$ cat config.mk
export PLATFORM = sky130hd
export DESIGN_NAME = fsd_err_unit
export DESIGN_NICKNAME = d
export VERILOG_FILES = /design/src/rtl/fsd_pkg.sv /design/src/rtl/fsd_err_unit.sv
export SDC_FILE = /design/constraint.sdc
export NUM_CORES = 1
export LEC_CHECK = 0
export BUFFER_PORTS_ARGS = -buffer_cell sky130_fd_sc_hd__clkbuf_2
export CAP_MARGIN = 20
export CORE_MARGIN = 2
export CORE_UTILIZATION = 45
export DETAILED_ROUTE_END_ITERATION = 10
export PLACE_DENSITY = 0.75
export SLEW_MARGIN = 30
export SYNTH_ARGS = -nofsm -noshare
export SYNTH_HDL_FRONTEND = slang
export SYNTH_SLANG_ARGS = --single-unit
export TNS_END_PERCENT = 5
$ cat constraint.sdc
create_clock -name vclk -period 38.5
set_input_delay 5.775 -clock vclk [all_inputs]
set_output_delay 5.775 -clock vclk [all_outputs]
set_load 0.1 [all_outputs]
$ cat src/rtl/fsd_pkg.sv
// ----------------------------------------------------------------------------
// fsd_pkg
// Shared constants, types and fixed-point helpers of the 1bpp dither packer.
// ----------------------------------------------------------------------------
`default_nettype none

package fsd_pkg;

  // field and register widths
  localparam int PixW      = 8;
  localparam int ErrW      = 18;   // signed error, 8 fraction bits
  localparam int SumW      = 21;   // pixel plus two errors, signed
  localparam int CfgDataW  = 16;
  localparam int CfgIdxW   = 1;
  localparam int CfgWidthW = 11;
  localparam int CfgHeightW = 16;

  localparam int DefaultMaxWidth = 1024;

  // fixed-point levels
  localparam int ErrLimit   = 511 * 256;
  localparam int Threshold  = 128 * 256;
  localparam int WhiteLevel = 255 * 256;

  // register indexes
  localparam logic [CfgIdxW-1:0] RegImageWidth  = 1'b0;
  localparam logic [CfgIdxW-1:0] RegImageHeight = 1'b1;

  localparam logic [CfgWidthW-1:0]  WidthReset  = 11'd1024;
  localparam logic [CfgHeightW-1:0] HeightReset = 16'd1;

  // position of the pixel in the page
  typedef struct packed {
    logic row_end;
    logic last_row;
  } pix_ctl_t;

  // error unit results (two's complement vectors)
  typedef struct packed {
    logic            white;
    logic [ErrW-1:0] right_next;    // error for the next pixel of the row
    logic [ErrW-1:0] bl_write;      // final error of the entry left of this column
    logic [ErrW-1:0] bl_next;       // running error of this column's entry
    logic [ErrW-1:0] below_next;    // first share of the entry right of this column
  } err_res_t;

  function automatic logic signed [ErrW-1:0] clamp_err(input logic signed [SumW-1:0] v);
    logic signed [ErrW-1:0] r;
    if (v > ErrLimit) begin
      r = ErrW'(ErrLimit);
    end else if (v < -ErrLimit) begin
      r = ErrW'(-ErrLimit);
    end else begin
      r = ErrW'(v);
    end
    return r;
  endfunction

  // err * k / 16, truncated toward zero; k is at most 7, so no clamp is needed
  function automatic logic signed [ErrW-1:0] share(input logic signed [ErrW-1:0] err,
                                                   input logic [3:0] k);
    logic signed [ErrW+3:0] prod;
    logic signed [ErrW+3:0] biased;
    prod   = (ErrW+4)'(err) * $signed({{ErrW{1'b0}}, k});
    biased = prod[ErrW+3] ? prod + (ErrW+4)'(15) : prod;
    return ErrW'(biased >>> 4);
  endfunction

endpackage

`default_nettype wire

$ cat src/rtl/fsd_err_unit.sv
// ----------------------------------------------------------------------------
// fsd_err_unit
// Threshold of one pixel and Floyd-Steinberg split of its error.
// ----------------------------------------------------------------------------
`default_nettype none

module fsd_err_unit (
  input  wire logic [fsd_pkg::PixW-1:0] pixel_i,
  input  wire logic [fsd_pkg::ErrW-1:0] store_i,
  input  wire logic [fsd_pkg::ErrW-1:0] right_i,
  input  wire logic [fsd_pkg::ErrW-1:0] below_left_i,
  input  wire logic [fsd_pkg::ErrW-1:0] below_i,
  input  wire fsd_pkg::pix_ctl_t        ctl_i,
  output      fsd_pkg::err_res_t        res_o
);
  import fsd_pkg::*;

  logic signed [SumW-1:0] pix_ext;
  logic signed [SumW-1:0] sum;
  logic signed [SumW-1:0] diff;
  logic signed [ErrW-1:0] err;
  logic signed [ErrW-1:0] b3;
  logic signed [ErrW-1:0] b5;
  logic signed [ErrW-1:0] b1;
  logic signed [ErrW-1:0] s7;
  logic                   white;

  always_comb begin
    pix_ext = $signed({{(SumW-PixW-8){1'b0}}, pixel_i, 8'h00});
    sum     = pix_ext + SumW'($signed(store_i)) + SumW'($signed(right_i));
    white   = (sum >= Threshold);
    diff    = white ? sum - SumW'(WhiteLevel) : sum;
    err     = clamp_err(diff);

    s7 = share(err, 4'd7);
    // no spill below the last row, nor past the row end
    b3 = ctl_i.last_row ? '0 : share(err, 4'd3);
    b5 = ctl_i.last_row ? '0 : share(err, 4'd5);
    b1 = (ctl_i.last_row || ctl_i.row_end) ? '0 : share(err, 4'd1);

    res_o.white      = white;
    res_o.right_next = ctl_i.row_end ? '0 : s7;
    res_o.bl_write   = clamp_err(SumW'($signed(below_left_i)) + SumW'(b3));
    res_o.bl_next    = clamp_err(SumW'($signed(below_i)) + SumW'(b5));
    res_o.below_next = b1;
  end

endmodule

`default_nettype wire

==> flow_summary.toml <==
[timing]
slew_violations = 0
min_period_ps = 24050
rsz0062_at_grt = "false"
clock.fmax_mhz = 41.6
max-slew-margin-rel_pct = 33.6
hold_viol = 0
finalSetupViolCount = 0
fin_crit_sh_pct = 62.5
tns_ps = 0
tightestPinTransition_ps = 996

[synthesis]
yosysWarnings = 0
synth_area_sq_um = 9400
yosys-top-cells-count = "ha_1 (156), inv_1 (146), nor2_1 (122)"
syn_area_per_cell_sq_um = 7.19
synthCells = 1308
synth.distinct_cells = 104
synth_fp_nets = 1575
synth.area.top_cells = "ha_1 (21%), xnor2_1 (7.5%), fa_1 (6.2%)"
yosysMostFrequentCell = "ha_1"
synth_area_leader_cell = "ha_1"
netlist.area_leader.share_pct = 20.8
yosysSeqAreaShare_pct = 0

[detailed_routing]
ant_nets = 0
vias_per_cell = 5.67
dr_total_vias = 9659
wire_per_inst_microns = 14.7
wirelength_mm = 25.0
drt_iter0_markers = 573
drc = 0
firstDrtPassIters = 5

[hold_path]
hp-class = "in -> out"
worstHoldStart = "below_i[0]"

[worst_setup_path]
critPathLaunch = "store_i[1]"
crit_path_end = "res_o[26]"
cpMostUsedCell = "a21oi_1"
path_class = "in -> out"
slowest_delay_ps = 730
critPathMaxFanout = 10
cp_slowest_cell = "o311ai_0"
cp_data_arrival_time_ps = 18280
critPathLaunchType = "input pin"
end_kind = "output pin"
cp.required_ps = 32720

[global_route]
antenna_found_initial = 0
grt_pass1_wl_mm = 42.4
grt_pass1_vias = 9186
grt_use_total_pct = 22.3
grt_max_degree = 34
gr-total-overflow = 0

[final_layout]
n_fill_cell = 2037
drive_gt1_share_pct = 15.3
n_antenna_cell = 0
finalNetCount = 1704
ff_latch_area_sq_um = 0
area_delta_synth_final_pct = 10.3
seq_cells = 0
clkbuf_count = 0
final_cells = 1705
final_util_pct = 50.9

[die]
ios = 155
fp.dieW_microns = 149
die_h_microns = 149
rows = 52
core_area_sq_um = 20400
die-area_sq_um = 22100
initial_utilization_pct = 46.2

[clock_tree]
postCtsHoldBufs = 0
cts_resized = 0
post_cts_buffers = 0

[place]
portBuffers = 155
place_hpwl_mm = 21.6
gp_congestion = 0.967
placed_cells = 1705

[outcome]
status = "complete, no violations"

[flow_run]
maxCapViolations = 0
## metal layers
| layer | vias up | wire length [microns] | global-route usage (%) |
|---|---|---|---|
| met5 | - | 0 | 0 |
| met4 | 0 | 237 | 2.67 |
| met3 | 20 | 1070 | 0.767 |
| met2 | 267 | 11800 | 39.4 |
| met1 | 4396 | 11900 | 31.0 |
| li1 | 4976 | - | - |
## metrics by stage
stage               area, sq um  worst slack, ps  hold slack (ps)
CTS                       10400            14570            12300
global route              10400            13140            12340
global placement          10400            14930            12300
finish                    10400            14450            12300
floorplan                  9400            15240            12120
detailed placement        10400            14580            12300
## area by class of cell
| class | instances | area, sq um | area share [%] |
|---|---|---|---|
| Multi-Input combinational cell | 1130 | 8690 | 83.8 |
| Timing Repair Buffer | 156 | 783 | 7.55 |
| Inverter | 149 | 562 | 5.42 |
| Tap cell | 270 | 338 | 3.26 |
## cell families after synthesis
family                   count (synthesis)  share of synthesized area (%)
AO/OA/AOI/OAI                          377                           27.9
buffers and inverters                  178                           7.64
AND/OR/NAND/NOR                        427                           23.9
adder cells (fa/ha/maj)                194                           27.9
XOR/XNOR                               125                           11.9
multiplexers                             7                          0.865
## worst min path at each step
stage	depth (start not counted)	slack, ps	endpoint
detailed placement	5	12300	res_o[18]
CTS	5	12300	res_o[18]
global placement	5	12300	res_o[18]
floorplan	2	12120	res_o[65]
finish	5	12300	res_o[18]
global route	5	12340	res_o[18]
## cells in the final DEF (no fill, tap or decap), types with 5 or more instances in the layout
cell,instances
or3_1,17
fa_1,29
o21a_1,10
nor3_1,30
nand2_1,72
and2_1,18
nor2b_1,18
nand4_1,22
o211ai_1,13
o21ai_0,69
nand2b_1,13
nor2_1,122
nor4_1,12
xor2_1,42
a21oi_1,99
a31o_2,6
and3_1,13
or2_2,9
a21o_1,29
or4_1,6
maj3_1,9
nand3_1,31
nor3b_1,7
o21bai_1,21
and4_1,5
o21ai_1,11
a211o_1,8
nand3b_1,5
ha_1,156
xnor2_1,80
clkbuf_2,155
a41oi_1,5
o31ai_1,16
inv_1,146
a31oi_1,14
## critical path, delay by kind of cell
kind	cells	cell delay, ps
fa+ha+maj	8	2850
xor+xnor	4	980
simple gates	10	2260
buf+inv	3	680
compound gates	23	5730
Power is not shown: default switching activity piles up to over one toggle a cycle in this logic, so the estimate is an artifact.
